==> src/sv/nfaw_pkg.sv <==
// Shared types and constants for the automaton word acceptor.
// No dependencies; imported by every module of the block.
package nfaw_pkg;

  // Field widths fixed by the word format
  localparam int unsigned STATE_W = 4;
  localparam int unsigned LABEL_W = 5;
  localparam int unsigned MASK_W  = 16;

  // Word actions
  typedef enum logic [1:0] {
    ACT_WRITE  = 2'd0,
    ACT_SYMBOL = 2'd1,
    ACT_EMPTY  = 2'd2
  } action_e;

  // Configuration register indexes
  localparam int unsigned CFG_IDX_W = 1;
  localparam logic [CFG_IDX_W-1:0] CFG_START_STATE = 1'd0;
  localparam logic [CFG_IDX_W-1:0] CFG_FINAL_MASK  = 1'd1;

  // One input word as held in the processing stage
  typedef struct packed {
    action_e            action;
    logic [STATE_W-1:0] from_state;
    logic [STATE_W-1:0] to_state;
    logic [LABEL_W-1:0] edge_label;
    logic [LABEL_W-1:0] symbol;
    logic               last;
  } item_t;

  // Edge table write request
  typedef struct packed {
    logic               en;
    logic [STATE_W-1:0] from_state;
    logic [STATE_W-1:0] to_state;
    logic [LABEL_W-1:0] label;
  } edge_wr_t;

  // Result produced by the processing stage
  typedef struct packed {
    logic valid;
    logic accepted;
  } result_t;

endpackage

==> src/sv/nfa_word_acceptor_unit.sv <==
// Top level of the automaton word acceptor: stream ports, input and output registers,
// configuration registers. Depends on nfaw_pkg and nfaw_word_ctrl.
//
// In the processing stage, edge writes update the register table, symbols step the
// whole active set at once by comparing every table cell in parallel, and a last
// symbol or an empty-word request loads the accept flag into the output register.
// One word per cycle is sustained while the result side keeps up. A word that
// yields a result stalls in the stage only while the previous result still waits
// unaccepted; other words pass it. Result valid comes from the output register,
// loaded when the word leaves the input register. Write configuration only when
// idle.
module nfa_word_acceptor_unit
  import nfaw_pkg::*;
#(
  parameter int unsigned NUM_STATES    = 16,
  parameter int unsigned ALPHABET_SIZE = 26
) (
  input  logic                 clk_i,
  input  logic                 rst_ni,
  // Configuration write port
  input  logic                 cfg_we_i,
  input  logic [CFG_IDX_W-1:0] cfg_idx_i,
  input  logic [MASK_W-1:0]    cfg_data_i,
  // Input stream
  input  logic                 s_axis_tvalid_i,
  output logic                 s_axis_tready_o,
  // [1:0] action, [5:2] from_state, [9:6] to_state, [14:10] edge_label,
  // [19:15] symbol, [23:20] zero
  input  logic [23:0]          s_axis_tdata_i,
  input  logic                 s_axis_tlast_i,
  // Result stream
  output logic                 m_axis_tvalid_o,
  input  logic                 m_axis_tready_i,
  // [0] accepted, [7:1] zero
  output logic [7:0]           m_axis_tdata_o
);

  logic [STATE_W-1:0] start_state_q;
  logic [MASK_W-1:0]  final_mask_q;
  item_t              item_q;
  logic               item_vld_q;
  logic               step;
  result_t            result;
  logic               out_vld_q;
  logic               out_acc_q;

  // Configuration registers
  always_ff @(posedge clk_i or negedge rst_ni) begin
    if (!rst_ni) begin
      start_state_q <= '0;
      final_mask_q  <= '0;
    end else if (cfg_we_i) begin
      unique case (cfg_idx_i)
        CFG_START_STATE: start_state_q <= cfg_data_i[STATE_W-1:0];
        CFG_FINAL_MASK:  final_mask_q  <= cfg_data_i;
        default: begin
        end
      endcase
    end
  end

  // Stage advances unless its result would overwrite one still waiting
  assign step = item_vld_q && (!result.valid || !out_vld_q || m_axis_tready_i);
  assign s_axis_tready_o = !item_vld_q || step;

  // Input register
  always_ff @(posedge clk_i or negedge rst_ni) begin
    if (!rst_ni) begin
      item_vld_q <= 1'b0;
    end else if (s_axis_tready_o) begin
      item_vld_q <= s_axis_tvalid_i;
    end
  end

  always_ff @(posedge clk_i) begin
    if (s_axis_tready_o && s_axis_tvalid_i) begin
      item_q.action     <= action_e'(s_axis_tdata_i[1:0]);
      item_q.from_state <= s_axis_tdata_i[5:2];
      item_q.to_state   <= s_axis_tdata_i[9:6];
      item_q.edge_label <= s_axis_tdata_i[14:10];
      item_q.symbol     <= s_axis_tdata_i[19:15];
      item_q.last       <= s_axis_tlast_i;
    end
  end

  nfaw_word_ctrl #(
    .NUM_STATES   (NUM_STATES),
    .ALPHABET_SIZE(ALPHABET_SIZE)
  ) u_ctrl (
    .clk_i        (clk_i),
    .rst_ni       (rst_ni),
    .step_i       (step),
    .item_i       (item_q),
    .start_state_i(start_state_q),
    .final_mask_i (final_mask_q),
    .result_o     (result)
  );

  // Output register: load a new result, drop a taken one
  always_ff @(posedge clk_i or negedge rst_ni) begin
    if (!rst_ni) begin
      out_vld_q <= 1'b0;
    end else if (step && result.valid) begin
      out_vld_q <= 1'b1;
    end else if (m_axis_tready_i) begin
      out_vld_q <= 1'b0;
    end
  end

  always_ff @(posedge clk_i) begin
    if (step && result.valid) begin
      out_acc_q <= result.accepted;
    end
  end

  assign m_axis_tvalid_o = out_vld_q;
  assign m_axis_tdata_o  = {7'd0, out_acc_q};

endmodule

==> src/sv/nfaw_edge_table.sv <==
// Register table of edge labels, one cell per (from, to) state pair.
// Computes the next active set for a symbol. Depends on nfaw_pkg.
module nfaw_edge_table
  import nfaw_pkg::*;
#(
  parameter int unsigned NUM_STATES    = 16,
  parameter int unsigned ALPHABET_SIZE = 26
) (
  input  logic                  clk_i,
  input  logic                  rst_ni,
  input  edge_wr_t              wr_i,
  input  logic [NUM_STATES-1:0] cur_set_i,
  input  logic [LABEL_W-1:0]    symbol_i,
  output logic [NUM_STATES-1:0] next_set_o
);

  logic [LABEL_W-1:0] label_q   [NUM_STATES][NUM_STATES];
  logic               present_q [NUM_STATES][NUM_STATES];
  logic               wr_present;

  // A label outside the alphabet marks the edge absent
  assign wr_present = 32'(wr_i.label) < ALPHABET_SIZE;

  for (genvar s = 0; s < NUM_STATES; s++) begin : g_row
    for (genvar t = 0; t < NUM_STATES; t++) begin : g_col
      logic hit;
      assign hit = wr_i.en && (32'(wr_i.from_state) == s) && (32'(wr_i.to_state) == t);

      // Presence bits clear on reset
      always_ff @(posedge clk_i or negedge rst_ni) begin
        if (!rst_ni) begin
          present_q[s][t] <= 1'b0;
        end else if (hit) begin
          present_q[s][t] <= wr_present;
        end
      end

      // Label payload
      always_ff @(posedge clk_i) begin
        if (hit) begin
          label_q[s][t] <= wr_i.label;
        end
      end
    end
  end

  // Gather every target reached from an active state on a matching edge
  always_comb begin
    next_set_o = '0;
    for (int unsigned t = 0; t < NUM_STATES; t++) begin
      for (int unsigned s = 0; s < NUM_STATES; s++) begin
        if (cur_set_i[s] && present_q[s][t] && (label_q[s][t] == symbol_i)) begin
          next_set_o[t] = 1'b1;
        end
      end
    end
  end

endmodule

==> src/sv/nfaw_word_ctrl.sv <==
// Word tracking: active state set, word-in-progress flag and acceptance test.
// Drives the edge table. Depends on nfaw_pkg and nfaw_edge_table.
module nfaw_word_ctrl
  import nfaw_pkg::*;
#(
  parameter int unsigned NUM_STATES    = 16,
  parameter int unsigned ALPHABET_SIZE = 26
) (
  input  logic               clk_i,
  input  logic               rst_ni,
  input  logic               step_i,
  input  item_t              item_i,
  input  logic [STATE_W-1:0] start_state_i,
  input  logic [MASK_W-1:0]  final_mask_i,
  output result_t            result_o
);

  logic [NUM_STATES-1:0] active_q, active_d;
  logic                  in_word_q, in_word_d;
  logic [NUM_STATES-1:0] start_set, cur_set, next_set;
  logic [63:0]           mask_ext;
  logic                  acc_next, acc_start;
  edge_wr_t              wr;

  assign mask_ext = 64'(final_mask_i);

  // Starting set and acceptance checks
  always_comb begin
    start_set = '0;
    acc_next  = 1'b0;
    acc_start = 1'b0;
    for (int unsigned s = 0; s < NUM_STATES; s++) begin
      start_set[s] = (32'(start_state_i) == s);
    end
    for (int unsigned s = 0; s < NUM_STATES; s++) begin
      acc_next  = acc_next  | (next_set[s]  & mask_ext[s]);
      acc_start = acc_start | (start_set[s] & mask_ext[s]);
    end
  end

  // A new word starts from the start state alone
  assign cur_set = in_word_q ? active_q : start_set;

  // Edge writes go straight to the table
  always_comb begin
    wr.en         = step_i && (item_i.action == ACT_WRITE);
    wr.from_state = item_i.from_state;
    wr.to_state   = item_i.to_state;
    wr.label      = item_i.edge_label;
  end

  nfaw_edge_table #(
    .NUM_STATES   (NUM_STATES),
    .ALPHABET_SIZE(ALPHABET_SIZE)
  ) u_table (
    .clk_i     (clk_i),
    .rst_ni    (rst_ni),
    .wr_i      (wr),
    .cur_set_i (cur_set),
    .symbol_i  (item_i.symbol),
    .next_set_o(next_set)
  );

  // Advance the word and decide the result
  always_comb begin
    active_d        = active_q;
    in_word_d       = in_word_q;
    result_o.valid    = 1'b0;
    result_o.accepted = 1'b0;
    case (item_i.action)
      ACT_SYMBOL: begin
        if (item_i.last) begin
          result_o.valid    = 1'b1;
          result_o.accepted = acc_next;
          active_d          = '0;
          in_word_d         = 1'b0;
        end else begin
          active_d  = next_set;
          in_word_d = 1'b1;
        end
      end
      ACT_EMPTY: begin
        result_o.valid    = 1'b1;
        result_o.accepted = acc_start;
        active_d          = '0;
        in_word_d         = 1'b0;
      end
      default: begin
      end
    endcase
  end

  // Hold word state until the stage advances
  always_ff @(posedge clk_i or negedge rst_ni) begin
    if (!rst_ni) begin
      active_q  <= '0;
      in_word_q <= 1'b0;
    end else if (step_i) begin
      active_q  <= active_d;
      in_word_q <= in_word_d;
    end
  end

endmodule
==> config.mk <==
export PLATFORM = sky130hd
export DESIGN_NAME = nfa_word_acceptor_unit
export DESIGN_NICKNAME = d
export VERILOG_FILES = /design/src/sv/nfaw_pkg.sv /design/src/sv/nfa_word_acceptor_unit.sv /design/src/sv/nfaw_edge_table.sv /design/src/sv/nfaw_word_ctrl.sv
export SDC_FILE = /design/constraint.sdc
export NUM_CORES = 2
export LEC_CHECK = 0
export BUFFER_PORTS_ARGS = -buffer_cell sky130_fd_sc_hd__buf_2
export CORE_ASPECT_RATIO = 1.5
export CORE_UTILIZATION = 57
export DETAILED_ROUTE_END_ITERATION = 10
export PLACE_DENSITY_LB_ADDON = 0.12
export SYNTH_ARGS = -nofsm -noshare
export SYNTH_HDL_FRONTEND = slang
export SYNTH_HIERARCHICAL = 1
export SYNTH_SLANG_ARGS = --single-unit
==> constraint.sdc <==
create_clock -name clk_i -period 4.4 [get_ports clk_i]
set_input_delay 0.66 -clock clk_i [delete_from_list [all_inputs] [get_ports clk_i]]
set_output_delay 0.66 -clock clk_i [all_outputs]
set_load 0.01 [all_outputs]
==> metrics.md <==
| Metric | Value |
|---|---|
| Status | finished, final reports clean |
| Fin. Hold Viols | 0 |
| Sequential power share | between 50% and 60% |
| Top post-synthesis cells by area | edfxtp_1, xor2_1, dfrtp_1, xnor2_1, nand4_1 |
| Yosys warnings | 6 |
| Slew margin rel. | 15.4% |
| Synth cell count leaders | edfxtp_1, xor2_1, nor2_1, nand4_1, dfrtp_1 |
| I/O pin count | 57 |
| Clock power share | 41.0% |
| EDFF count, synth | 1302 |
| Vias in the first global route | 38630 |
| Max Freq | 257 MHz |
| Initial Util | 57.6% |
| Internal | about 25 mW |
| Die X | around 280 µm |
| Slowest cell on the critical path | or4_1 |
| Clock sinks | between 1500 and 2000 |
| Synth Cell Area | around 68000 µm² |
| Crit path required time | 4920 ps |
| Post-layout min period | 3880 ps |
| TritonCTS clock tree | done |
| Syn Area/Cell | about 15 µm² |
| Die Area | 121000 µm² |
| Distinct cells, synth | 51 |
| Root buf cell | clkbuf_16 |
| Area grow syn2layout | 10.8% |
| DR iter-0 viols | 3581 |
| Top cell type's share of synthesized area | 57.5% |
| Drt total wl | 172 mm |
| Most Used Layer, Global Route | met2 |
| Synthesized instance count | between 4000 and 5000 |
| Placed Instance Area | 70300 µm² |
| Largest net degree at the start of global routing | 152 |
| Sw Share | 21.9% |
| Total gr overflow | 0 |
| Half-perimeter wire length after placement | around 96 mm |
| Maxcap violations | 0 |
| Crit path top cell by count | nand4_1 |
| Layout cell share with drive strength beyond 1 | slightly below 10% |
| H-tree Lvls | 4 |
| Vias per cell | 6.07 |
| CP max FO | 16 |
| First-pass GRT wire length | 254 mm |
| Global-route usage over all layers | 28.9% |
| # resized after CTS | 0 |
| Synth area leader | edfxtp_1 |
| Initial antenna violation count | 7 |
| Post-CTS Setup Bufs | 0 |
| Combinational Power Share | 6.2% |
| Placer congestion estimate | 0.858 |
| Fin Hold WS | 57.0 ps |
| Worst-path cell chain | buf_4 -> nand2_1 -> o31ai_4 -> buf_4 -> nand4_1 -> nand4_1 -> or4_1 -> a22o_1 -> a221oi_1 -> nand4_1 -> nand4_1 -> o21ai_1 |
| Overall Power | 31.4 mW |
| Post-route ant nets | 0 |
| Slew @ Worst Pin | 1270 ps |
| Switching pwr | 6.90 mW |
| Crit. End Element | register |
| Drt wl/cell | roughly 27 µm |
| Design Area, Final | 75300 µm² |
| RSZ-0062 raised after global routing | false |
| CP peak stage delay | 720 ps |
| Leak pwr | around 27 nW |
| Hold Crit Class | primary input to register |
| Worst path arrival time | 4410 ps |
| FFs w/ async S/R, synth | around 18% |
| Total number of vias | approximately 39000 |
| Ys flop type | edfxtp_1 |
| GR Util met1 | 39.2% |
| Cell Rows | 154 |
| Grt met2 use | 48.1% |
| Die H | roughly 420 µm |
| Drt first pass iters | 6 |
| Worst setup SP type | register |
| Period utilization | 88.3% |
| Input/output buffers | 45 |
| Setup violators final | 0 |
| Pwr dens | 418 nW/µm² |
| M3 GR Usage | 4.06% |
| Register bit total from synthesis | 1597 |
| TritonCTS buffer count | 149 |
| Seq/Total Area, Yosys | 68.4% |
| Nets | 4818 |
| Core area | 118000 µm² |
| Fin. max-slew vios | 0 |
| Clock Latency Late Sink | 780 ps |
| Longest Clk Path Bufs | 3 |
| Clock skew | 20.8 ps |
| DRC Markers | 0 |
| Reg clk slew, reported paths | 60 ps |
| Most frequent cell after synthesis | edfxtp_1 |
| Crit Path Class | register to register |
| Max rail drop VDD | ~430 µV |
==> cell families (layout without fill, tap and decap cells) <==
group	Yosys count	in the layout	share of synthesized area (%)
buffers and inverters	273	478	2.70
muxes	57	57	0.959
and+or+nand+nor	1163	1163	8.89
other	1	11	0.00552
AOI/OAI and AO/OA	305	305	2.49
DFF	1597	1597	68.4
adders and majority gates	3	3	0.0552
xor gates and xnor gates	1280	1280	16.5
==> final cells by class <==
class | instances | area [µm²]
clock inverter | 58 | 571
multi-input combinational | 2815 | 19800
antenna | 4 | 10.0
tap | 1560 | 1950
inverter | 3 | 11.3
fill | 8586 | 42700
sequential | 1597 | 46500
timing repair buffer | 202 | 2070
clock buffer | 215 | 4330
==> critical path, delay by kind of cell, from the launching register on <==
| family | cells | cell delay [ps] |
|---|---|---|
| DFF | 1 | 470 |
| buffers and inverters | 2 | 500 |
| AOI/OAI and AO/OA | 4 | 700 |
| and+or+nand+nor | 6 | 1890 |
==> worst paths after layout <==
| path | start | to | slack, ps | cells past startpoint |
|---|---|---|---|---|
| worst min register to register | u_ctrl/active_q[15]$_DFFE_PN0P_ | u_ctrl/active_q[15]$_DFFE_PN0P_ | 510 | 1 |
| max in group asynchronous | rst_ni | u_ctrl/u_table/present_q[173]$_DFFE_PN0P_ | 2720 | 3 |
| worst max-delay path | start_state_q[1]$_DFFE_PN0P_ | out_acc_q$_DFFE_PP_ | 520 | 12 |
| min in group asynchronous | rst_ni | u_ctrl/u_table/present_q[58]$_DFFE_PN0P_ | 580 | 2 |
| worst max register to register | start_state_q[1]$_DFFE_PN0P_ | out_acc_q$_DFFE_PP_ | 520 | 12 |
| worst min-delay path | s_axis_tdata_i[18] | item_q[4]$_DFFE_PP_ | 60 | 1 |
==> flip-flops by register name, indices dropped and copies added, names as in the netlist, 4 cells and up <==
name and count:
start_state_q 4, u_ctrl/u_table/label_q 1280, final_mask_q 16, u_ctrl/active_q 16, item_q 21, u_ctrl/u_table/present_q 256
==> power by group through the flow <==
stage	combinational [mW]	clock, mW	sequential (mW)
global route	2.09	13.6	16.6
floorplan	1.13	0	17.0
CTS	1.97	13.1	16.6
finish	1.96	12.9	16.6
global placement	1.94	0	16.9
detailed placement	1.96	0	16.9
==> timing repair <==
action,in CTS,in global routing
hold endpoints to repair,10,0
endpoints found under the setup margin,0,0
hold buffers,1,0
==> layout by cell type (no fill, tap or decap), types with 4 or more instances in the layout <==
cell / count
clkinv_1: 17
nor2_1: 460
clkbuf_1: 40
nand3b_1: 5
edfxtp_1: 1302
buf_12: 52
nand4_1: 326
or4_1: 17
nor3_1: 7
clkinv_2: 22
diode_2: 4
dfrtp_1: 295
mux2_2: 45
bufinv_16: 11
o41ai_2: 6
buf_2: 44
clkbuf_8: 18
conb_1: 7
xnor2_1: 256
o31ai_4: 9
buf_4: 104
mux2_1: 10
nand2b_1: 12
clkbuf_16: 157
a221oi_1: 4
xor2_1: 1024
nand3_1: 14
nor4_1: 257
a21oi_1: 254
nand2_1: 41
nor2b_1: 9
a22o_1: 20
==> through the flow <==
| stage | setup slack (ps) | cells | utilization [%] | TNS, ps |
|---|---|---|---|---|
| floorplan | -349 | 4685 | - | -11940 |
| global placement | 638 | 6176 | 59.7 | 0 |
| detailed placement | 601 | 6176 | 59.7 | 0 |
| CTS | 590 | 6450 | 63.8 | 0 |
| global route | 454 | 6450 | 63.8 | 0 |
| finish | 516 | 6454 | 63.8 | 0 |
==> layer usage <==
layer | up-vias | routed length, µm
met2 | 1501 | 84900
met4 | 0 | 5650
met3 | 295 | 11600
met1 | 20162 | 70300
li1 | 17188 | -
met5 | - | 0
No activity file was read; power rests on OpenSTA's default activity.
